<file path="src/rtl/icwk_pkg.sv">
// ----------------------------------------------------------------------------
// icwk_pkg
// Shared types, register indexes and the dot length table of the CW keyer.
// ----------------------------------------------------------------------------
`default_nettype none

package icwk_pkg;

  localparam int DOT_W  = 11;
  localparam int DASH_W = 13;
  localparam int TICK_W = 13;
  localparam int HANG_W = 12;
  localparam int CFG_AW = 3;
  localparam int CFG_DW = 12;

  // configuration register indexes
  localparam logic [CFG_AW-1:0] REG_SPEED    = 3'd0;
  localparam logic [CFG_AW-1:0] REG_WEIGHT   = 3'd1;
  localparam logic [CFG_AW-1:0] REG_MODE     = 3'd2;
  localparam logic [CFG_AW-1:0] REG_REVERSED = 3'd3;
  localparam logic [CFG_AW-1:0] REG_SPACING  = 3'd4;
  localparam logic [CFG_AW-1:0] REG_HANG     = 3'd5;
  localparam logic [CFG_AW-1:0] REG_BREAKIN  = 3'd6;

  localparam logic [1:0] MODE_STRAIGHT = 2'd0;
  localparam logic [1:0] MODE_IAMBIC_A = 2'd1;

  localparam logic [5:0]        SPEED_RST  = 6'd20;
  localparam logic [6:0]        WEIGHT_RST = 7'd50;
  localparam logic [1:0]        MODE_RST   = MODE_IAMBIC_A;
  localparam logic [HANG_W-1:0] HANG_RST   = 12'd300;
  localparam logic [DOT_W-1:0]  DOT_RST    = 11'd60;
  localparam logic [DASH_W-1:0] DASH_RST   = 13'd180;

  // settings the element sequencer needs
  typedef struct packed {
    logic [1:0]        keyer_mode;
    logic              keys_reversed;
    logic              letter_spacing;
    logic [HANG_W-1:0] hang_ticks;
    logic              breakin;
  } cfg_t;

  // one tick item, left_level in bit 0
  typedef struct packed {
    logic tx_on;
    logic right_hit;
    logic left_hit;
    logic right_level;
    logic left_level;
  } item_t;

  // 1200/wpm, speed saturated into 1..60
  localparam logic [DOT_W-1:0] DOT_TAB [0:63] = '{
    11'd1200, 11'd1200, 11'd600, 11'd400, 11'd300, 11'd240, 11'd200, 11'd171,
    11'd150,  11'd133,  11'd120, 11'd109, 11'd100, 11'd92,  11'd85,  11'd80,
    11'd75,   11'd70,   11'd66,  11'd63,  11'd60,  11'd57,  11'd54,  11'd52,
    11'd50,   11'd48,   11'd46,  11'd44,  11'd42,  11'd41,  11'd40,  11'd38,
    11'd37,   11'd36,   11'd35,  11'd34,  11'd33,  11'd32,  11'd31,  11'd30,
    11'd30,   11'd29,   11'd28,  11'd27,  11'd27,  11'd26,  11'd26,  11'd25,
    11'd25,   11'd24,   11'd24,  11'd23,  11'd23,  11'd22,  11'd22,  11'd21,
    11'd21,   11'd21,   11'd20,  11'd20,  11'd20,  11'd20,  11'd20,  11'd20
  };

  function automatic logic [DOT_W-1:0] dot_len(input logic [5:0] spd);
    dot_len = DOT_TAB[spd];
  endfunction

endpackage

`default_nettype wire

</file>
<file path="src/rtl/icwk_len.sv">
// ----------------------------------------------------------------------------
// icwk_len
// Holds speed and weight and recomputes dot and dash lengths after a write.
// ----------------------------------------------------------------------------
`default_nettype none

module icwk_len (
  input  wire logic                          clk,
  input  wire logic                          rst_n,
  input  wire logic                          cfg_we,
  input  wire logic [icwk_pkg::CFG_AW-1:0]   cfg_addr,
  input  wire logic [icwk_pkg::CFG_DW-1:0]   cfg_wdata,
  output logic      [icwk_pkg::DOT_W-1:0]    dot_ticks,
  output logic      [icwk_pkg::DASH_W-1:0]   dash_ticks,
  output logic                               busy
);
  import icwk_pkg::*;

  // x/50 == (x * RECIP_50) >> RECIP_SH for x below 2^19
  localparam logic [19:0] RECIP_50 = 20'd671089;
  localparam int          RECIP_SH = 25;

  typedef enum logic [3:0] {
    L_IDLE = 4'b0001,
    L_TAB  = 4'b0010,
    L_MUL  = 4'b0100,
    L_DIV  = 4'b1000
  } len_state_t;

  len_state_t        phase_r, phase_nxt;
  logic [5:0]        spd_r;
  logic [6:0]        wgt_r;
  logic [DOT_W-1:0]  dot_r;
  logic [DASH_W-1:0] dash_r;
  logic [8:0]        w3_r;
  logic [18:0]       prod_r;
  logic [6:0]        w_sat;
  logic [19:0]       prod_full;
  logic [38:0]       quot_full;
  logic              len_wr;

  assign len_wr = cfg_we && (cfg_addr == REG_SPEED || cfg_addr == REG_WEIGHT);

  always_comb begin
    if (wgt_r < 7'd10) begin
      w_sat = 7'd10;
    end else if (wgt_r > 7'd90) begin
      w_sat = 7'd90;
    end else begin
      w_sat = wgt_r;
    end
  end

  assign prod_full = 20'(dot_r) * 20'(w3_r);
  assign quot_full = 39'(prod_r) * 39'(RECIP_50);

  always_comb begin
    case (phase_r)
      L_IDLE:  phase_nxt = L_IDLE;
      L_TAB:   phase_nxt = L_MUL;
      L_MUL:   phase_nxt = L_DIV;
      L_DIV:   phase_nxt = L_IDLE;
      default: phase_nxt = L_IDLE;
    endcase
    if (len_wr) begin
      phase_nxt = L_TAB;
    end
  end

  always_ff @(posedge clk) begin
    if (!rst_n) begin
      phase_r <= L_IDLE;
      spd_r   <= SPEED_RST;
      wgt_r   <= WEIGHT_RST;
      dot_r   <= DOT_RST;
      dash_r  <= DASH_RST;
    end else begin
      phase_r <= phase_nxt;
      if (cfg_we && cfg_addr == REG_SPEED) begin
        spd_r <= cfg_wdata[5:0];
      end
      if (cfg_we && cfg_addr == REG_WEIGHT) begin
        wgt_r <= cfg_wdata[6:0];
      end
      if (phase_r == L_TAB) begin
        dot_r <= dot_len(spd_r);
      end
      if (phase_r == L_DIV) begin
        dash_r <= quot_full[RECIP_SH +: DASH_W];
      end
    end
  end

  always_ff @(posedge clk) begin
    if (phase_r == L_TAB) begin
      w3_r <= ({2'b00, w_sat} << 1) + {2'b00, w_sat};
    end
    if (phase_r == L_MUL) begin
      prod_r <= prod_full[18:0];
    end
  end

  assign dot_ticks  = dot_r;
  assign dash_ticks = dash_r;
  assign busy       = (phase_r != L_IDLE);

endmodule

`default_nettype wire

</file>
<file path="src/rtl/icwk_core.sv">
// ----------------------------------------------------------------------------
// icwk_core
// Element sequencer: keyer state, tick counter, memories, held flags and PTT.
// ----------------------------------------------------------------------------
`default_nettype none

module icwk_core (
  input  wire logic                          clk,
  input  wire logic                          rst_n,
  input  wire logic                          step,
  input  wire icwk_pkg::item_t               item,
  input  wire icwk_pkg::cfg_t                cfg,
  input  wire logic [icwk_pkg::DOT_W-1:0]    dot_ticks,
  input  wire logic [icwk_pkg::DASH_W-1:0]   dash_ticks,
  output logic                               key_out,
  output logic                               ptt
);
  import icwk_pkg::*;

  typedef enum logic [7:0] {
    S_EXIT     = 8'b0000_0001,
    S_CHECK    = 8'b0000_0010,
    S_STRAIGHT = 8'b0000_0100,
    S_DOT      = 8'b0000_1000,
    S_DOTDLY   = 8'b0001_0000,
    S_DASH     = 8'b0010_0000,
    S_DASHDLY  = 8'b0100_0000,
    S_SPACE    = 8'b1000_0000
  } key_state_t;

  key_state_t        st_r, st_nxt;
  logic [TICK_W-1:0] tc_r, tc_nxt;
  logic [HANG_W-1:0] vox_r, vox_nxt;
  logic              dot_mem_r, dot_mem_nxt;
  logic              dash_mem_r, dash_mem_nxt;
  logic              dot_held_r, dot_held_nxt;
  logic              dash_held_r, dash_held_nxt;
  logic              ptt_r, ptt_nxt;
  logic              key_nxt;
  logic              do_check;
  logic              kdot, kdash;
  logic              iambic_a;
  logic [TICK_W-1:0] dot_ext, space_len;

  assign kdot      = cfg.keys_reversed ? item.right_level : item.left_level;
  assign kdash     = cfg.keys_reversed ? item.left_level  : item.right_level;
  assign iambic_a  = (cfg.keyer_mode == MODE_IAMBIC_A);
  assign dot_ext   = {2'b00, dot_ticks};
  assign space_len = {1'b0, dot_ticks, 1'b0};

  always_comb begin
    st_nxt        = st_r;
    tc_nxt        = tc_r;
    vox_nxt       = vox_r;
    dot_mem_nxt   = dot_mem_r;
    dash_mem_nxt  = dash_mem_r;
    dot_held_nxt  = dot_held_r;
    dash_held_nxt = dash_held_r;
    ptt_nxt       = ptt_r;
    key_nxt       = 1'b0;
    do_check      = 1'b0;

    // any active element or gap restarts a running hang time
    if (st_r != S_EXIT && st_r != S_CHECK && vox_r != '0) begin
      vox_nxt = cfg.hang_ticks;
    end

    case (st_r)
      S_EXIT: begin
        if (vox_r != '0) begin
          vox_nxt = vox_r - 1'b1;
          if (vox_nxt != '0) begin
            st_nxt = S_CHECK;
          end
        end else if ((item.left_hit || item.right_hit) &&
                     (item.left_level || item.right_level)) begin
          if (!item.tx_on && cfg.breakin) begin
            ptt_nxt = 1'b1;
            vox_nxt = cfg.hang_ticks;
          end
          do_check = 1'b1;
        end
      end
      S_CHECK: begin
        do_check = 1'b1;
      end
      S_STRAIGHT: begin
        if (kdash) begin
          key_nxt = 1'b1;
        end else begin
          vox_nxt = cfg.hang_ticks;
          if (kdot) begin
            st_nxt = S_DOT;
            tc_nxt = '0;
          end else begin
            st_nxt = S_EXIT;
          end
        end
      end
      S_DOT: begin
        if (tc_r == '0) begin
          dash_mem_nxt  = 1'b0;
          dash_held_nxt = kdash;
        end
        if (tc_r < dot_ext) begin
          key_nxt = 1'b1;
          tc_nxt  = tc_r + 1'b1;
        end else begin
          st_nxt = S_DOTDLY;
          tc_nxt = '0;
        end
      end
      S_DASH: begin
        if (tc_r == '0) begin
          dot_mem_nxt  = 1'b0;
          dot_held_nxt = kdot;
        end
        if (tc_r < dash_ticks) begin
          key_nxt = 1'b1;
          tc_nxt  = tc_r + 1'b1;
        end else begin
          st_nxt = S_DASHDLY;
          tc_nxt = '0;
        end
      end
      S_DOTDLY: begin
        tc_nxt = tc_r + 1'b1;
        if (tc_nxt > dot_ext) begin
          tc_nxt = '0;
          if (cfg.keyer_mode == MODE_STRAIGHT) begin
            if (kdot) begin
              st_nxt = S_DOT;
            end else begin
              st_nxt = S_EXIT;
              tc_nxt = tc_r + 1'b1;
            end
          end else begin
            if (iambic_a && !kdot && !kdash) begin
              dash_held_nxt = 1'b0;
            end
            if (dash_mem_r || kdash || dash_held_nxt) begin
              st_nxt = S_DASH;
            end else if (kdot) begin
              st_nxt = S_DOT;
            end else if (cfg.letter_spacing) begin
              dot_mem_nxt  = 1'b0;
              dash_mem_nxt = 1'b0;
              st_nxt       = S_SPACE;
            end else begin
              st_nxt = S_EXIT;
              tc_nxt = tc_r + 1'b1;
            end
          end
        end
      end
      S_DASHDLY: begin
        tc_nxt = tc_r + 1'b1;
        if (tc_nxt > dot_ext) begin
          tc_nxt = '0;
          if (iambic_a && !kdot && !kdash) begin
            dot_held_nxt = 1'b0;
          end
          if (dot_mem_r || kdot || dot_held_nxt) begin
            st_nxt = S_DOT;
          end else if (kdash) begin
            st_nxt = S_DASH;
          end else if (cfg.letter_spacing) begin
            dot_mem_nxt  = 1'b0;
            dash_mem_nxt = 1'b0;
            st_nxt       = S_SPACE;
          end else begin
            st_nxt = S_EXIT;
            tc_nxt = tc_r + 1'b1;
          end
        end
      end
      S_SPACE: begin
        tc_nxt = tc_r + 1'b1;
        if (tc_nxt > space_len) begin
          if (dot_mem_r) begin
            st_nxt = S_DOT;
            tc_nxt = '0;
          end else if (dash_mem_r) begin
            st_nxt = S_DASH;
            tc_nxt = '0;
          end else begin
            st_nxt = S_EXIT;
          end
        end
      end
      default: begin
        st_nxt = S_EXIT;
      end
    endcase

    // decide the next element from the paddles
    if (do_check) begin
      st_nxt = S_EXIT;
      if (vox_nxt > 12'd1) begin
        vox_nxt = vox_nxt - 1'b1;
      end
      if (cfg.keyer_mode == MODE_STRAIGHT) begin
        if (kdash) begin
          st_nxt  = S_STRAIGHT;
          key_nxt = 1'b1;
        end else if (kdot) begin
          st_nxt = S_DOT;
          tc_nxt = '0;
        end
      end else begin
        if (kdash) begin
          st_nxt = S_DASH;
          tc_nxt = '0;
        end
        if (kdot) begin
          st_nxt = S_DOT;
          tc_nxt = '0;
        end
      end
    end

    // press events land after the update so they survive an element start
    if (item.left_hit) begin
      if (cfg.keys_reversed) begin
        dash_mem_nxt = 1'b1;
      end else begin
        dot_mem_nxt = 1'b1;
      end
    end
    if (item.right_hit) begin
      if (cfg.keys_reversed) begin
        dot_mem_nxt = 1'b1;
      end else begin
        dash_mem_nxt = 1'b1;
      end
    end

    if (st_nxt == S_EXIT && vox_nxt == '0) begin
      ptt_nxt = 1'b0;
    end
  end

  always_ff @(posedge clk) begin
    if (!rst_n) begin
      st_r        <= S_EXIT;
      tc_r        <= '0;
      vox_r       <= '0;
      dot_mem_r   <= 1'b0;
      dash_mem_r  <= 1'b0;
      dot_held_r  <= 1'b0;
      dash_held_r <= 1'b0;
      ptt_r       <= 1'b0;
    end else if (step) begin
      st_r        <= st_nxt;
      tc_r        <= tc_nxt;
      vox_r       <= vox_nxt;
      dot_mem_r   <= dot_mem_nxt;
      dash_mem_r  <= dash_mem_nxt;
      dot_held_r  <= dot_held_nxt;
      dash_held_r <= dash_held_nxt;
      ptt_r       <= ptt_nxt;
    end
  end

  assign key_out = key_nxt;
  assign ptt     = ptt_nxt;

  // PTT never survives an idle keyer with the hang time run out
  a_ptt_idle: assert property (@(posedge clk) disable iff (!rst_n)
    (st_r == S_EXIT && vox_r == '0) |-> !ptt_r)
    else $error("ptt held while keyer idle");

  // a keyed tick leaves the keyer in a keying state
  a_key_state: assert property (@(posedge clk) disable iff (!rst_n)
    (step && key_nxt) |=> (st_r == S_STRAIGHT || st_r == S_DOT || st_r == S_DASH))
    else $error("key out without keying state");

endmodule

`default_nettype wire

</file>
<file path="src/rtl/iambic_cw_keyer.sv">
// ----------------------------------------------------------------------------
// iambic_cw_keyer
// Iambic and straight Morse keyer advanced by one tick item per millisecond.
// ----------------------------------------------------------------------------
// A result is registered when its tick item steps out of the input register.
// Throughput: one item per cycle while out_tready is high and u_len is idle;
//   the input and result registers let a new item enter while a finished
//   result waits to be taken. A write to speed or weight holds off input
//   while the dot table lookup and the two length multiplies run.
// Reset (synchronous, rst_n low): control registers take defaults, keyer idle.
`default_nettype none

module iambic_cw_keyer (
  input  wire logic                          clk,
  input  wire logic                          rst_n,
  input  wire logic                          in_tvalid,
  output logic                               in_tready,
  // [0] left_level [1] right_level [2] left_hit [3] right_hit [4] tx_on
  input  wire logic [7:0]                    in_tdata,
  output logic                               out_tvalid,
  input  wire logic                          out_tready,
  // [0] key_out [1] ptt
  output logic      [7:0]                    out_tdata,
  input  wire logic                          cfg_we,
  input  wire logic [icwk_pkg::CFG_AW-1:0]   cfg_addr,
  input  wire logic [icwk_pkg::CFG_DW-1:0]   cfg_wdata
);
  import icwk_pkg::*;

  cfg_t              cfg_r;
  item_t             item_r;
  logic              in_v_r;
  logic              out_v_r;
  logic              key_r, ptt_r;
  logic              advance;
  logic              step;
  logic              len_busy;
  logic              key_nxt, ptt_nxt;
  logic [DOT_W-1:0]  dot_ticks;
  logic [DASH_W-1:0] dash_ticks;

  assign advance   = !out_v_r || out_tready;
  assign step      = advance && in_v_r;
  assign in_tready = !len_busy && (!in_v_r || advance);

  always_ff @(posedge clk) begin
    if (!rst_n) begin
      cfg_r.keyer_mode     <= MODE_RST;
      cfg_r.keys_reversed  <= 1'b0;
      cfg_r.letter_spacing <= 1'b0;
      cfg_r.hang_ticks     <= HANG_RST;
      cfg_r.breakin        <= 1'b1;
    end else if (cfg_we) begin
      case (cfg_addr)
        REG_MODE:     cfg_r.keyer_mode     <= cfg_wdata[1:0];
        REG_REVERSED: cfg_r.keys_reversed  <= cfg_wdata[0];
        REG_SPACING:  cfg_r.letter_spacing <= cfg_wdata[0];
        REG_HANG:     cfg_r.hang_ticks     <= cfg_wdata[HANG_W-1:0];
        REG_BREAKIN:  cfg_r.breakin        <= cfg_wdata[0];
        default: ;
      endcase
    end
  end

  // input and result stages
  always_ff @(posedge clk) begin
    if (!rst_n) begin
      in_v_r  <= 1'b0;
      out_v_r <= 1'b0;
    end else begin
      if (in_tready) begin
        in_v_r <= in_tvalid;
      end else if (advance) begin
        in_v_r <= 1'b0;
      end
      if (advance) begin
        out_v_r <= in_v_r;
      end
    end
  end

  always_ff @(posedge clk) begin
    if (in_tready && in_tvalid) begin
      item_r <= item_t'(in_tdata[4:0]);
    end
    if (step) begin
      key_r <= key_nxt;
      ptt_r <= ptt_nxt;
    end
  end

  icwk_len u_len (
    .clk        (clk),
    .rst_n      (rst_n),
    .cfg_we     (cfg_we),
    .cfg_addr   (cfg_addr),
    .cfg_wdata  (cfg_wdata),
    .dot_ticks  (dot_ticks),
    .dash_ticks (dash_ticks),
    .busy       (len_busy)
  );

  icwk_core u_core (
    .clk        (clk),
    .rst_n      (rst_n),
    .step       (step),
    .item       (item_r),
    .cfg        (cfg_r),
    .dot_ticks  (dot_ticks),
    .dash_ticks (dash_ticks),
    .key_out    (key_nxt),
    .ptt        (ptt_nxt)
  );

  assign out_tvalid = out_v_r;
  assign out_tdata  = {6'b000000, ptt_r, key_r};

  // no item enters while the lengths are being rebuilt
  a_len_hold: assert property (@(posedge clk) disable iff (!rst_n)
    len_busy |-> !in_tready)
    else $error("item accepted during length update");

  // a waiting item stays put while the result stage is stalled
  a_in_hold: assert property (@(posedge clk) disable iff (!rst_n)
    (in_v_r && !advance) |=> in_v_r)
    else $error("item dropped in input stage");

endmodule

`default_nettype wire
</file>
<file path="config.mk">
export PLATFORM = sky130hd
export DESIGN_NAME = iambic_cw_keyer
export DESIGN_NICKNAME = d
export VERILOG_FILES = /design/src/rtl/icwk_pkg.sv /design/src/rtl/icwk_len.sv /design/src/rtl/icwk_core.sv /design/src/rtl/iambic_cw_keyer.sv
export SDC_FILE = /design/constraint.sdc
export NUM_CORES = 1
export LEC_CHECK = 0
export ABC_AREA = 1
export ABC_CLOCK_PERIOD_IN_PS = 7900
export BUFFER_PORTS_ARGS = -buffer_cell sky130_fd_sc_hd__buf_2
export CAP_MARGIN = 10
export CORE_MARGIN = 4
export CORE_UTILIZATION = 25
export CTS_CLUSTER_DIAMETER = 80
export CTS_CLUSTER_SIZE = 28
export DETAILED_ROUTE_END_ITERATION = 8
export PLACE_DENSITY_LB_ADDON = 0.1
export SLEW_MARGIN = 20
export SYNTH_ARGS = -nofsm -noshare
export SYNTH_HDL_FRONTEND = slang
export SYNTH_SLANG_ARGS = --single-unit
</file>
<file path="constraint.sdc">
create_clock -name clk -period 7.9 [get_ports clk]
set_input_delay 1.185 -clock clk [delete_from_list [all_inputs] [get_ports clk]]
set_output_delay 1.185 -clock clk [all_outputs]
set_load 0.05 [all_outputs]
</file>
# After elaboration in Yosys (flattened, before gate mapping)
# Memory sizes are Yosys's and may differ from the RTL's. A register that Yosys moved wholly into a read port is not among the register bits.
# Index checks and enable logic that the tools add are counted.
[classes]
n_addsub = 4
eq_ne = 27
mux = 119
n_reduce_logical = 46
magnitude_cmp = 7
n_mul = 2
n_bitwise = 2
[op_table]
columns = ["op", "count"]
rows = [
  ["13-bit two-way mux", 22],
  ["8-bit two-way mux", 17],
  ["12-bit two-way mux", 7],
  ["13-bit one-hot mux with 6 select lines", 1],
  ["8-bit one-hot mux with 8 select lines", 1],
  ["1-bit two-way mux", 55],
  ["19-bit by 20-bit multiplier with 38-bit output, second input constant", 1],
  ["12-bit one-hot mux with 2 select lines", 1],
  ["12-bit nonzero test", 2],
  ["12-bit by 1-bit subtractor with 12-bit output, second input constant", 2],
  ["11-bit by 9-bit multiplier with 19-bit output", 1],
  ["6-bit two-way mux", 3],
  ["8-bit by 1-bit equality test with 1-bit output, second input constant", 2],
  ["7-bit two-way mux", 2],
  ["13-bit by 1-bit adder with 13-bit output, second input constant", 1],
  ["13-bit by 11-bit > comparator with 1-bit output", 1],
  ["13-bit by 12-bit > comparator with 1-bit output", 1],
  ["1-bit logical AND", 13],
  ["13-bit zero test", 1],
  ["13-bit by 11-bit < comparator with 1-bit output", 1],
  ["13-bit < comparator", 1],
  ["12-bit by 1-bit > comparator with 1-bit output, second input constant", 1],
  ["12-bit zero test", 1],
  ["2-bit AND reduction", 5],
  ["37 further kinds", 64],
]
[totals]
memories = 1
mem_bits_ro = 704
ff_bits = 122
output_inout_bits = 10
[memory_table]
columns = ["memory", "depth", "width", "rd", "rd_clocked_by_memory_dff", "write_ports", "line_no", "source"]
rows = [
  ["(no name shown)", 64, 11, 1, 1, 0, "icwk_pkg.sv:66", "dot_len = DOT_TAB[spd];"],
]

# Depth between registers and ports, before layout
# Gate-level depths: netlist (run 1).
[depth]
depth_word = 17
mapped_depth = 28
depth_no_buf = 27

# Modules after synthesis
# From an unflattened synthesis (run 1), not the netlist that was laid out.
[unflattened]
hier_cells = 2694
hier_area_um2 = 19856.5
[modules_own_cells]
columns = ["module", "seq_area_each_um2", "area_per_inst_um2", "n_inst", "cells_each"]
rows = [
  ["icwk_len", 1661.6, 13178.9, 1, 1649],
  ["icwk_core", 760.7, 5466.5, 1, 888],
  ["iambic_cw_keyer", 590.6, 1211.2, 1, 157],
]

# Least setup slack after synthesis (run 1)
# OpenSTA, ideal clock, no wires.
[synth_path]
kind = "register to register"
from = "register u_len.prod_r[13]"
to = "register u_len.dash_r[11], in the netlist u_len.dash_ticks[11]"
path_stages_with_launch = 20
n_path_buf = 0
arrival_ns = 5.275
synth_period_minus_slack_ns = 5.396
t_required_ns = 7.780
setup_slack_ns = 2.504
path_cell_list = "edfxtp_1 -> fa_1 -> fa_1 -> inv_1 -> fa_1 -> inv_1 -> fa_1 -> fa_1 -> inv_1 -> fa_1 -> inv_1 -> ha_1 -> nand2_1 -> nor4_1 -> nand3_1 -> nand3_1 -> a21oi_1 -> o21ai_0 -> xor2_1 -> a21oi_1"
[synth_between]
elab_chain_len = 1
[synth_lines]
columns = ["element", "line_no", "source"]
rows = [
  ["start, declared", "icwk_len.sv:36", "logic [18:0] prod_r;"],
  ["start signal, assigned", "icwk_len.sv:99", "prod_r <= prod_full[18:0];"],
  ["19-bit by 20-bit multiplier with 38-bit output", "icwk_len.sv:55", "assign quot_full = 39'(prod_r) * 39'(RECIP_50);"],
  ["end signal, assigned", "icwk_len.sv:89", "dash_r <= quot_full[RECIP_SH +: DASH_W];"],
  ["end, declared", "icwk_len.sv:34", "logic [DASH_W-1:0] dash_r;"],
]
# No other way between the ends.
# A chain may end at the register's enable or synchronous reset.

# Worst setup path in the final report (run 1)
# Ends and elaborated chain as after synthesis.

==> results.py, run 1 <==
metrics = {
    "drt": {
        "route.detailed.wl_per_inst_um": 15.7,
        "vias": 15372,
        "route.detailed.vias_per_inst": 4.45,
        "drt_iter0_drc": 796,
        "drc": 0,
        "antenna_violating_nets_post_route": 0,
        "dr.pass1.iters": 5,
        "route.final.wire_length_um": 54000,
    },
    "clocking": {
        "ctsHoldBuffers": 0,
        "root_driver": "clkbuf_16",
        "clkSinkCount": 133,
        "numCtsBuffers": 17,
        "clk_pin_slew_worst_paths_ns": 0.07,
        "postCtsResizedCells": 0,
        "htree_levels": 4,
        "post-cts-setup-buffer-count": 0,
        "cts-root-to-sink-buffers": 2,
        "cts_tree": "done",
        "latest_clock_arrival_within_the_worst_skew_pair_ns": 0.48,
    },
    "layout": {
        "layout.filler_cells": 8135,
        "final_cell_mix": "inv_1 (561), nand2_1 (442), ha_1 (263)",
        "mostFrequentLayoutCell": "inv_1",
        "final_layout_size_suffix_gt1_frac": 0.0544,
        "finalNonFillerCells": 3451,
        "nNetsFinal": 2950,
        "multi_input_gate_area_um2": 13300,
        "post-route-cell-area_um2": 20500,
        "n_antenna_cell": 0,
        "areaGrowthSynthToFinish_pct": 9.02,
        "sequential_area_um2": 3010,
    },
    "synth": {
        "ys_async_sr_fraction": 0,
        "syn-cell-area_um2": 18800,
        "synth-edff-count": 35,
        "netlist-cell-type-count": 56,
        "yosys_warnings": 0,
        "netlist_instances": 2482,
        "synth_seq_area_share": 0.160,
        "postSynthAreaPerCell_um2": 7.58,
        "postSynth.topFlopCell": "dfxtp_1",
        "postSynthRegisterBits": 133,
    },
    "grt": {
        "via_count_of_the_first_global_routing_pass": 15858,
        "grt-ovfl-total": 0,
        "largest_net_degree_at_the_start_of_global_routing": 50,
        "grt_first_pass_wirelength_um": 87900,
        "groute.usage.overall": 0.141,
        "initial_antenna_violation_count": 0,
    },
    "setup_path": {
        "cp_data_arrival_time_ns": 6.42,
        "maximum_net_fanout_on_the_critical_path": 6,
        "worstSetupStartpointType": "register",
        "critical_path.cell_chain": "fa_1 > fa_1 > inv_1 > fa_1 > inv_1 > fa_1 > fa_1 > inv_1 > fa_1 > inv_1 > ha_1 > nand2_1 > nor4_1 > nand3_1 > nand3_1 > a21oi_1 > o21ai_0 > xor2_1 > a21oi_1",
        "cp_slowest_stage_delay_ns": 0.65,
        "cp-end-kind": "register",
        "cp_common_cell": "fa_1",
        "crit_path_top_delay_cell": "fa_1",
        "critical_path_required_ns": 8.26,
        "path_class": "register to register",
    },
    "placement": {
        "detailedPlace.worstSlack_ns": 1.73,
        "place.gp.congestion": 0.847,
        "port_buffers": 28,
        "dp.final_hpwl_um": 44100,
        "placedCellCount": 3419,
        "placedInstanceArea_um2": 19900,
    },
    "sta": {
        "finalCritPeriodShare": 0.766,
        "timing.max_slew.rel_slack": 0.329,
        "fmax_mhz": 165,
        "slew_viols_final": 0,
        "timing.final.setup_violations": 0,
        "rsz0062_at_grt": "false",
        "timing.clock.skew_ns": 0.0179,
        "post-route-worst-setup-slack_ns": 1.84,
        "tightest_slew_ns": 0.998,
        "hold_violations": 0,
        "timing.final.crit_period_ns": 6.06,
        "totalNegativeSetupSlack_ns": 0,
    },
    "pwr": {
        "leakage_nw": 10.5,
        "ir_drop_mv": 0.141,
        "report.power.total_mw": 2.30,
        "power_density_nw_per_um2": 112,
    },
    "floorplanning": {
        "die_width_um": 282,
        "die-height_um": 282,
        "floorplan.initialDensity": 0.253,
        "io_pins": 38,
        "rows": 100,
        "design.core.area_um2": 74400,
        "die-area_um2": 79700,
    },
    "job": {
        "max_cap_viol": 0,
    },
    "run_status": {
        "status": "finished clean",
    },
    "worst_hold_path": {
        "worstHoldPathType": "register to register",
    },
}
state kept, by name, indices dropped and copies added (netlist names):
signal              count
u_core.st_r             8
u_len.dash_ticks       13
key_r                   1
u_core.vox_r           12
u_core.dot_mem_r        1
u_core.ptt_r            1
out_tvalid              1
u_core.tc_r            13
u_len.wgt_r             7
item_r                  5
u_len.prod_r           19
u_core.dash_held_r      1
u_len.phase_r           4
u_len.spd_r             6
u_core.dash_mem_r       1
u_len.w3_r              9
cfg_r                  17
ptt_r                   1
in_v_r                  1
u_core.dot_held_r       1
u_len.dot_ticks        11
final timing paths:
check | startpoint | to | slack (ns) | depth (start not counted)
hold reg to reg | in_v_r$_SDFFE_PN0P_ | out_tvalid$_SDFFE_PN0N_ | 0.48 | 2
setup reg to reg | u_len.prod_r[13]$_DFFE_PP_ | u_len.dash_ticks[11]$_SDFFE_PN0N_ | 1.84 | 19
setup / recovery | u_len.prod_r[13]$_DFFE_PP_ | u_len.dash_ticks[11]$_SDFFE_PN0N_ | 1.84 | 19
hold / removal | in_v_r$_SDFFE_PN0P_ | out_tvalid$_SDFFE_PN0N_ | 0.48 | 2
per-stage QoR:
stage                      util  hold WS, ns
after floorplan               -        0.442
after global placement    0.267        0.467
after detailed placement  0.267        0.470
after CTS                 0.275        0.481
after global routing      0.275        0.522
final                     0.275        0.476
power by group:
part / total (mW) / switching (mW) / leakage (nW) / internal (mW)
sequential: 0.748 / 0.0253 / 1.12 / 0.723
combinational: 0.700 / 0.480 / 9.07 / 0.220
clock: 0.852 / 0.358 / 0.300 / 0.494
total: 2.30 / 0.864 / 10.5 / 1.44
routing by layer:
layer,share of wire,global-route usage,vias to the layer above,wire [um]
met3,0.029,0.0203,55,1590
met5,0,0,-,0
met4,0.019,0.0385,0,1040
met1,0.49,0.190,7217,26500
li1,-,-,7836,-
met2,0.46,0.236,264,25000
worst max-delay path, delay by kind of cell, from the launching register on:
kind                       cells  cell delay, ns
AOI/OAI and AO/OA              3            0.42
xor gates and xnor gates       1            0.21
adders and majority gates      7            3.66
buffers and inverters          4            0.22
DFF                            1            0.61
and+or+nand+nor                4            0.83
cell usage after synthesis (4+ instances only):
cell type,count,share of area
nor2_4,5,0.0030
o31ai_1,7,0.0028
a31oi_1,18,0.0060
buf_2,6,0.0016
dfxtp_1,98,0.10
o21bai_1,8,0.0032
inv_2,11,0.0022
nor4_1,16,0.0053
nand2_1,442,0.088
buf_4,10,0.0040
a21oi_1,169,0.045
a21o_1,5,0.0020
nor2_1,152,0.030
xor2_1,37,0.017
nand3_2,7,0.0037
xnor2_1,10,0.0047
o211ai_1,20,0.0080
buf_6,4,0.0024
nor2_2,11,0.0037
a211oi_1,8,0.0032
edfxtp_1,35,0.056
ha_1,263,0.18
nand3b_1,6,0.0024
nand3_1,93,0.025
o21ai_0,126,0.034
inv_1,562,0.11
nand2_2,14,0.0047
a221oi_1,4,0.0019
nand4_1,30,0.010
fa_1,190,0.20
nor3_1,22,0.0059
clkbuf_1,51,0.010
layout make-up:
cell class,instances,share of cell area
Clock inverter,13,0.00714
Timing Repair Buffer,37,0.0101
Inverter,575,0.105
Clock buffer,19,0.0226
Tap cell,969,0.0592
Sequential cell,133,0.147
Multi-Input combinational cell,1705,0.649
cell families (layout without fill, tap and decap cells):
group / after synthesis / after routing / synth area share
xor+xnor: 47 / 47 / 0.0219
simple gates: 810 / 810 / 0.189
compound gates: 389 / 389 / 0.116
fa+ha+maj: 453 / 453 / 0.377
other cells: 1 / 6 / 0.000199
flops: 133 / 133 / 0.160
buf+inv: 649 / 644 / 0.135
No activity file was read; power rests on OpenSTA's default activity.
==> inputs of run 2 (changes only) <==
ABC_CLOCK_PERIOD_IN_PS = 6270   (was 7900)
clock period = 6.27 ns   (was 7.9 ns; I/O delays follow)
==> run 2 against run 1 <==
Sequential share of layout area shrank 0.057 points; final cell count rose by 0.38%; wire length shrank 0.51%; worst hold slack better by 0.0036 ns; via count rose by 0.52%; largest cell class unchanged; critical endpoint unchanged; cell area rose by 0.39%; critical path type unchanged.
==> results.py, run 2 (synthesized netlist as in run 1, its figures left out) <==
metrics = {
    "run_status": {
        "status": "finished clean",
    },
    "sta": {
        "totalNegativeSetupSlack_ns": 0,
        "hold_violations": 0,
        "post-route-worst-setup-slack_ns": 0.408,
        "timing.clock.skew_ns": 0.0122,
        "timing.final.crit_period_ns": 5.86,
        "slew_viols_final": 0,
        "hold-worst-slack_ns": 0.480,
        "timing.final.setup_violations": 0,
        "timing.max_slew.rel_slack": 0.326,
        "rsz0062_at_grt": "false",
        "tightest_slew_ns": 1.01,
        "fmax_mhz": 171,
        "finalCritPeriodShare": 0.935,
    },
    "pwr": {
        "ir_drop_mv": 0.210,
        "power_density_nw_per_um2": 139,
        "leakage_nw": 10.5,
    },
    "drt": {
        "drc": 0,
        "dr.pass1.iters": 5,
        "antenna_violating_nets_post_route": 0,
        "vias": 15452,
        "drt_iter0_drc": 715,
        "route.final.wire_length_um": 53800,
        "route.detailed.vias_per_inst": 4.46,
        "route.detailed.wl_per_inst_um": 15.5,
    },
    "placement": {
        "detailedPlace.worstSlack_ns": 0.326,
        "placedCellCount": 3432,
        "place.gp.congestion": 0.840,
        "port_buffers": 28,
        "dp.final_hpwl_um": 44800,
    },
    "grt": {
        "groute.usage.overall": 0.140,
        "via_count_of_the_first_global_routing_pass": 15721,
        "grt-ovfl-total": 0,
        "grt_first_pass_wirelength_um": 87300,
        "largest_net_degree_at_the_start_of_global_routing": 50,
        "initial_antenna_violation_count": 0,
    },
    "layout": {
        "n_antenna_cell": 0,
        "sequential_area_um2": 3010,
        "nNetsFinal": 2964,
        "multi_input_gate_area_um2": 13300,
        "regMostFlops": "u_len.prod_r",
        "final_cell_mix": "inv_1 (561), nand2_1 (442), ha_1 (263)",
        "final_layout_size_suffix_gt1_frac": 0.0593,
        "finalCoreUtilization": 0.276,
        "areaGrowthSynthToFinish_pct": 9.44,
        "layout.filler_cells": 8178,
        "mostFrequentLayoutCell": "inv_1",
        "reg.largest.list": "u_len.prod_r (19), cfg_r (17)",
        "finalNonFillerCells": 3464,
        "largest_register_ffs": 19,
    },
    "clocking": {
        "clkSinkCount": 133,
        "cts_tree": "done",
        "clk_pin_slew_worst_paths_ns": 0.06,
        "ctsHoldBuffers": 0,
        "latest_clock_arrival_within_the_worst_skew_pair_ns": 0.48,
        "root_driver": "clkbuf_16",
        "numCtsBuffers": 17,
        "htree_levels": 4,
        "cts-root-to-sink-buffers": 2,
    },
    "setup_path": {
        "cp-end-kind": "register",
        "critical_path_required_ns": 6.63,
        "r2r_setup_slack_ns": 0.41,
        "worstSetupStartpointType": "register",
        "cp_data_arrival_time_ns": 6.22,
        "path_class": "register to register",
        "maximum_net_fanout_on_the_critical_path": 6,
    },
    "floorplanning": {
        "die-height_um": 282,
        "die_width_um": 282,
        "design.core.area_um2": 74400,
        "floorplan.initialDensity": 0.253,
        "die-area_um2": 79700,
        "rows": 100,
        "io_pins": 38,
    },
    "worst_hold_path": {
        "worstHoldPathType": "register to register",
    },
    "job": {
        "max_cap_viol": 0,
    },
}
## run 2: cell types whose count changed in the layout (fill, tap and decap cells not counted), moves of 2 or more
cell | before | now
buf_4 | 9 | 23
clkinv_4 | 5 | 0
clkinvlp_4 | 1 | 4
clkinv_2 | 3 | 1
inv_6 | 1 | 3
## run 2: report_power, final
part	internal [mW]	total, mW	switching [mW]
sequential	0.911	0.943	0.0317
clock	0.603	1.03	0.430
combinational	0.276	0.879	0.604
total	1.79	2.86	1.07
## run 2: repair_timing
item,in CTS,in global routing
buffers inserted,0,1
gates resized for setup,0,0
setup endpoints to repair,0,1
## run 2: per-stage QoR
stage,cell area [um^2],power [mW]
after floorplan,18800,1.63
after global placement,20000,1.85
after detailed placement,20000,1.85
after CTS,20600,2.92
after global routing,20600,3.07
final,20600,2.86
## run 2: area by class of cell
| class | instances | share of cell area |
|---|---|---|
| clock inverter | 9 | 0.00444 |
| tap | 969 | 0.0589 |
| inverter | 575 | 0.105 |
| multi-input combinational | 1705 | 0.646 |
| sequential | 133 | 0.146 |
| clock buffer | 22 | 0.0242 |
| timing repair buffer | 51 | 0.0152 |
## run 2: final timing paths
| path | startpoint | endpoint | cells past startpoint |
|---|---|---|---|
| worst min-delay path | cfg_r[16]$_SDFFE_PN0P_ | cfg_r[16]$_SDFFE_PN0P_ | 2 |
| worst min register to register | cfg_r[16]$_SDFFE_PN0P_ | cfg_r[16]$_SDFFE_PN0P_ | 2 |
| worst max register to register | u_len.prod_r[18]$_DFFE_PP_ | u_len.dash_ticks[11]$_SDFFE_PN0N_ | 19 |
| worst max-delay path | u_len.prod_r[18]$_DFFE_PP_ | u_len.dash_ticks[11]$_SDFFE_PN0N_ | 19 |
## run 2: worst max-delay path: stages (launching register included)
cell and delay, ns:
edfxtp_1 0.53, fa_1 0.62, inv_1 0.08, fa_1 0.51
inv_1 0.08, fa_1 0.51, fa_1 0.51, fa_1 0.54
inv_1 0.05, fa_1 0.53, inv_1 0.04, ha_1 0.31
nand2_1 0.11, nor4_1 0.32, nand3_1 0.12, nand3_1 0.19
a21oi_1 0.15, o21ai_0 0.21, xor2_1 0.23, a21oi_1 0.10
## run 2: per-layer routing
| layer | part of all wire | track usage |
|---|---|---|
| met1 | 0.49 | 0.191 |
| met2 | 0.47 | 0.232 |
| met3 | 0.025 | 0.0212 |
| met4 | 0.020 | 0.0381 |
| met5 | 0 | 0 |
==> inputs of run 3 (changes only) <==
ABC_CLOCK_PERIOD_IN_PS = unset   (was 6270)
CORE_UTILIZATION = 48   (was 25)
==> run 3 against run 2 <==
Global-route usage rose by 9.1 points; critical path depth grew 4; sequential power barely moved; wire length shrank 11%; clock power increased by 5%; clock skew increased by 0.0051 ns; flip-flop and latch count unchanged; non-clock buffer count fell by 3; combinational power down 2%.
==> results.py, run 3 (synthesized netlist as in run 1, its figures left out) <==
metrics = {
    "clocking": {
        "postCtsResizedCells": 0,
        "cts_tree": "done",
        "clk_pin_slew_worst_paths_ns": 0.06,
        "htree_levels": 4,
        "root_driver": "clkbuf_16",
        "numCtsBuffers": 17,
        "ctsHoldBuffers": 0,
        "latest_clock_arrival_within_the_worst_skew_pair_ns": 0.44,
        "cts-root-to-sink-buffers": 2,
        "clkSinkCount": 133,
    },
    "sta": {
        "rsz0062_at_grt": "false",
        "hold_violations": 0,
        "finalCritPeriodShare": 0.945,
        "fmax_mhz": 169,
        "totalNegativeSetupSlack_ns": 0,
        "slew_viols_final": 0,
        "timing.final.crit_period_ns": 5.93,
        "timing.final.setup_violations": 0,
        "timing.max_slew.rel_slack": 0.271,
        "timing.clock.skew_ns": 0.0173,
        "tightest_slew_ns": 1.08,
    },
    "layout": {
        "final_cell_mix": "inv_1 (562), nand2_1 (442), ha_1 (263)",
        "finalCoreUtilization": 0.518,
        "areaGrowthSynthToFinish_pct": 6.48,
        "n_antenna_cell": 0,
        "final_layout_size_suffix_gt1_frac": 0.0574,
        "nNetsFinal": 2961,
        "post-route-cell-area_um2": 20000,
        "regMostFlops": "u_len.prod_r",
        "largest_register_ffs": 19,
        "reg.largest.list": "u_len.prod_r (19), cfg_r (17)",
        "mostFrequentLayoutCell": "inv_1",
    },
    "placement": {
        "dp.final_hpwl_um": 38800,
        "placedInstanceArea_um2": 19400,
        "place.gp.congestion": 0.924,
        "port_buffers": 28,
    },
    "pwr": {
        "ir_drop_mv": 0.170,
        "report.power.total_mw": 2.89,
        "power_density_nw_per_um2": 144,
        "leakage_nw": 10.5,
    },
    "grt": {
        "via_count_of_the_first_global_routing_pass": 15895,
        "initial_antenna_violation_count": 0,
        "groute.usage.overall": 0.231,
        "grt_first_pass_wirelength_um": 79100,
        "grt-ovfl-total": 0,
        "largest_net_degree_at_the_start_of_global_routing": 50,
    },
    "drt": {
        "drc": 0,
        "drt_iter0_drc": 851,
        "route.detailed.vias_per_inst": 5.22,
        "route.final.wire_length_um": 47600,
        "vias": 15721,
        "dr.pass1.iters": 5,
        "antenna_violating_nets_post_route": 0,
        "route.detailed.wl_per_inst_um": 15.8,
    },
    "job": {
        "max_cap_viol": 0,
    },
    "worst_hold_path": {
        "worstHoldPathType": "register to register",
    },
    "run_status": {
        "status": "finished clean",
    },
    "floorplanning": {
        "die-height_um": 206,
        "io_pins": 38,
        "die-area_um2": 42400,
        "floorplan.initialDensity": 0.486,
        "die_width_um": 206,
        "rows": 72,
        "design.core.area_um2": 38600,
    },
    "setup_path": {
        "critical_path_required_ns": 6.59,
        "path_class": "register to register",
        "cp-end-kind": "register",
        "cp_data_arrival_time_ns": 6.24,
        "worstSetupStartpointType": "register",
        "maximum_net_fanout_on_the_critical_path": 8,
    },
}
==> run 3: cell types whose count changed in the layout (fill, tap and decap cells not counted), sizes merged <==
cell	delta
bufinv	+3
clkinvlp	-1
clkbuf	-2
buf	-3
clkinv	+1
==> run 3: per-stage QoR <==
| stage | hold WS [ns] | worst slack (ns) | cells |
|---|---|---|---|
| after floorplan | 0.442 | 0.874 | 2487 |
| after global placement | 0.461 | 0.424 | 2976 |
| after detailed placement | 0.467 | 0.368 | 2976 |
| after CTS | 0.484 | 0.346 | 3008 |
| after global routing | 0.509 | 0.0935 | 3011 |
| final | 0.479 | 0.345 | 3011 |
==> run 3: worst max-delay path, cell delays in order (launching register included) <==
cell	delay [ns]
edfxtp_1	0.56
fa_1	0.61
fa_1	0.53
inv_1	0.05
fa_1	0.39
inv_1	0.09
fa_1	0.43
fa_1	0.49
inv_1	0.05
fa_1	0.53
inv_1	0.04
ha_1	0.35
a21oi_1	0.26
o21a_1	0.15
nor3_1	0.04
nor2_1	0.09
nand2_1	0.07
a21oi_1	0.26
o21bai_1	0.22
a21oi_1	0.23
nor2_1	0.05
nand3b_1	0.17
o211ai_1	0.11
inv_1	0.05
==> run 3: layout make-up <==
| type | count | area, um^2 |
|---|---|---|
| repair buffers | 48 | 290 |
| flip-flops and latches | 133 | 3010 |
| fillers | 3774 | 18600 |
| clock inverters | 12 | 179 |
| inverters | 575 | 2160 |
| well taps | 518 | 648 |
| clock buffers | 20 | 437 |
| multi-input cells | 1705 | 13300 |
==> run 3: final timing paths <==
| kind | from | to | slack [ns] | cells after the start |
|---|---|---|---|---|
| min | u_len.dash_ticks[6]$_SDFFE_PN0N_ | u_len.dash_ticks[6]$_SDFFE_PN0N_ | 0.48 | 2 |
| max | u_len.prod_r[2]$_DFFE_PP_ | u_len.dash_ticks[8]$_SDFFE_PN0N_ | 0.34 | 23 |
| max reg2reg | u_len.prod_r[2]$_DFFE_PP_ | u_len.dash_ticks[8]$_SDFFE_PN0N_ | 0.34 | 23 |
| min reg2reg | u_len.dash_ticks[6]$_SDFFE_PN0N_ | u_len.dash_ticks[6]$_SDFFE_PN0N_ | 0.48 | 2 |
==> run 3: routing by layer <==
layer | part of all wire | up-vias | global-route usage | wire (um)
met5 | 0 | - | 0 | 0
met4 | 0.024 | 0 | 0.0649 | 1150
met3 | 0.032 | 63 | 0.0221 | 1510
met2 | 0.50 | 336 | 0.422 | 23900
met1 | 0.44 | 7492 | 0.292 | 21000
li1 | - | 7830 | - | -
==> run 3: where the power goes <==
part	total, mW	leakage, nW	internal (mW)	switching (mW)
clock	1.08	0.291	0.667	0.413
combinational	0.865	9.13	0.277	0.588
sequential	0.942	1.12	0.911	0.0313
==> run 3: what timing repair did <==
item,CTS,global route
endpoints found under the setup margin,0,1
buffers inserted,0,3
hold endpoints to repair,0,0
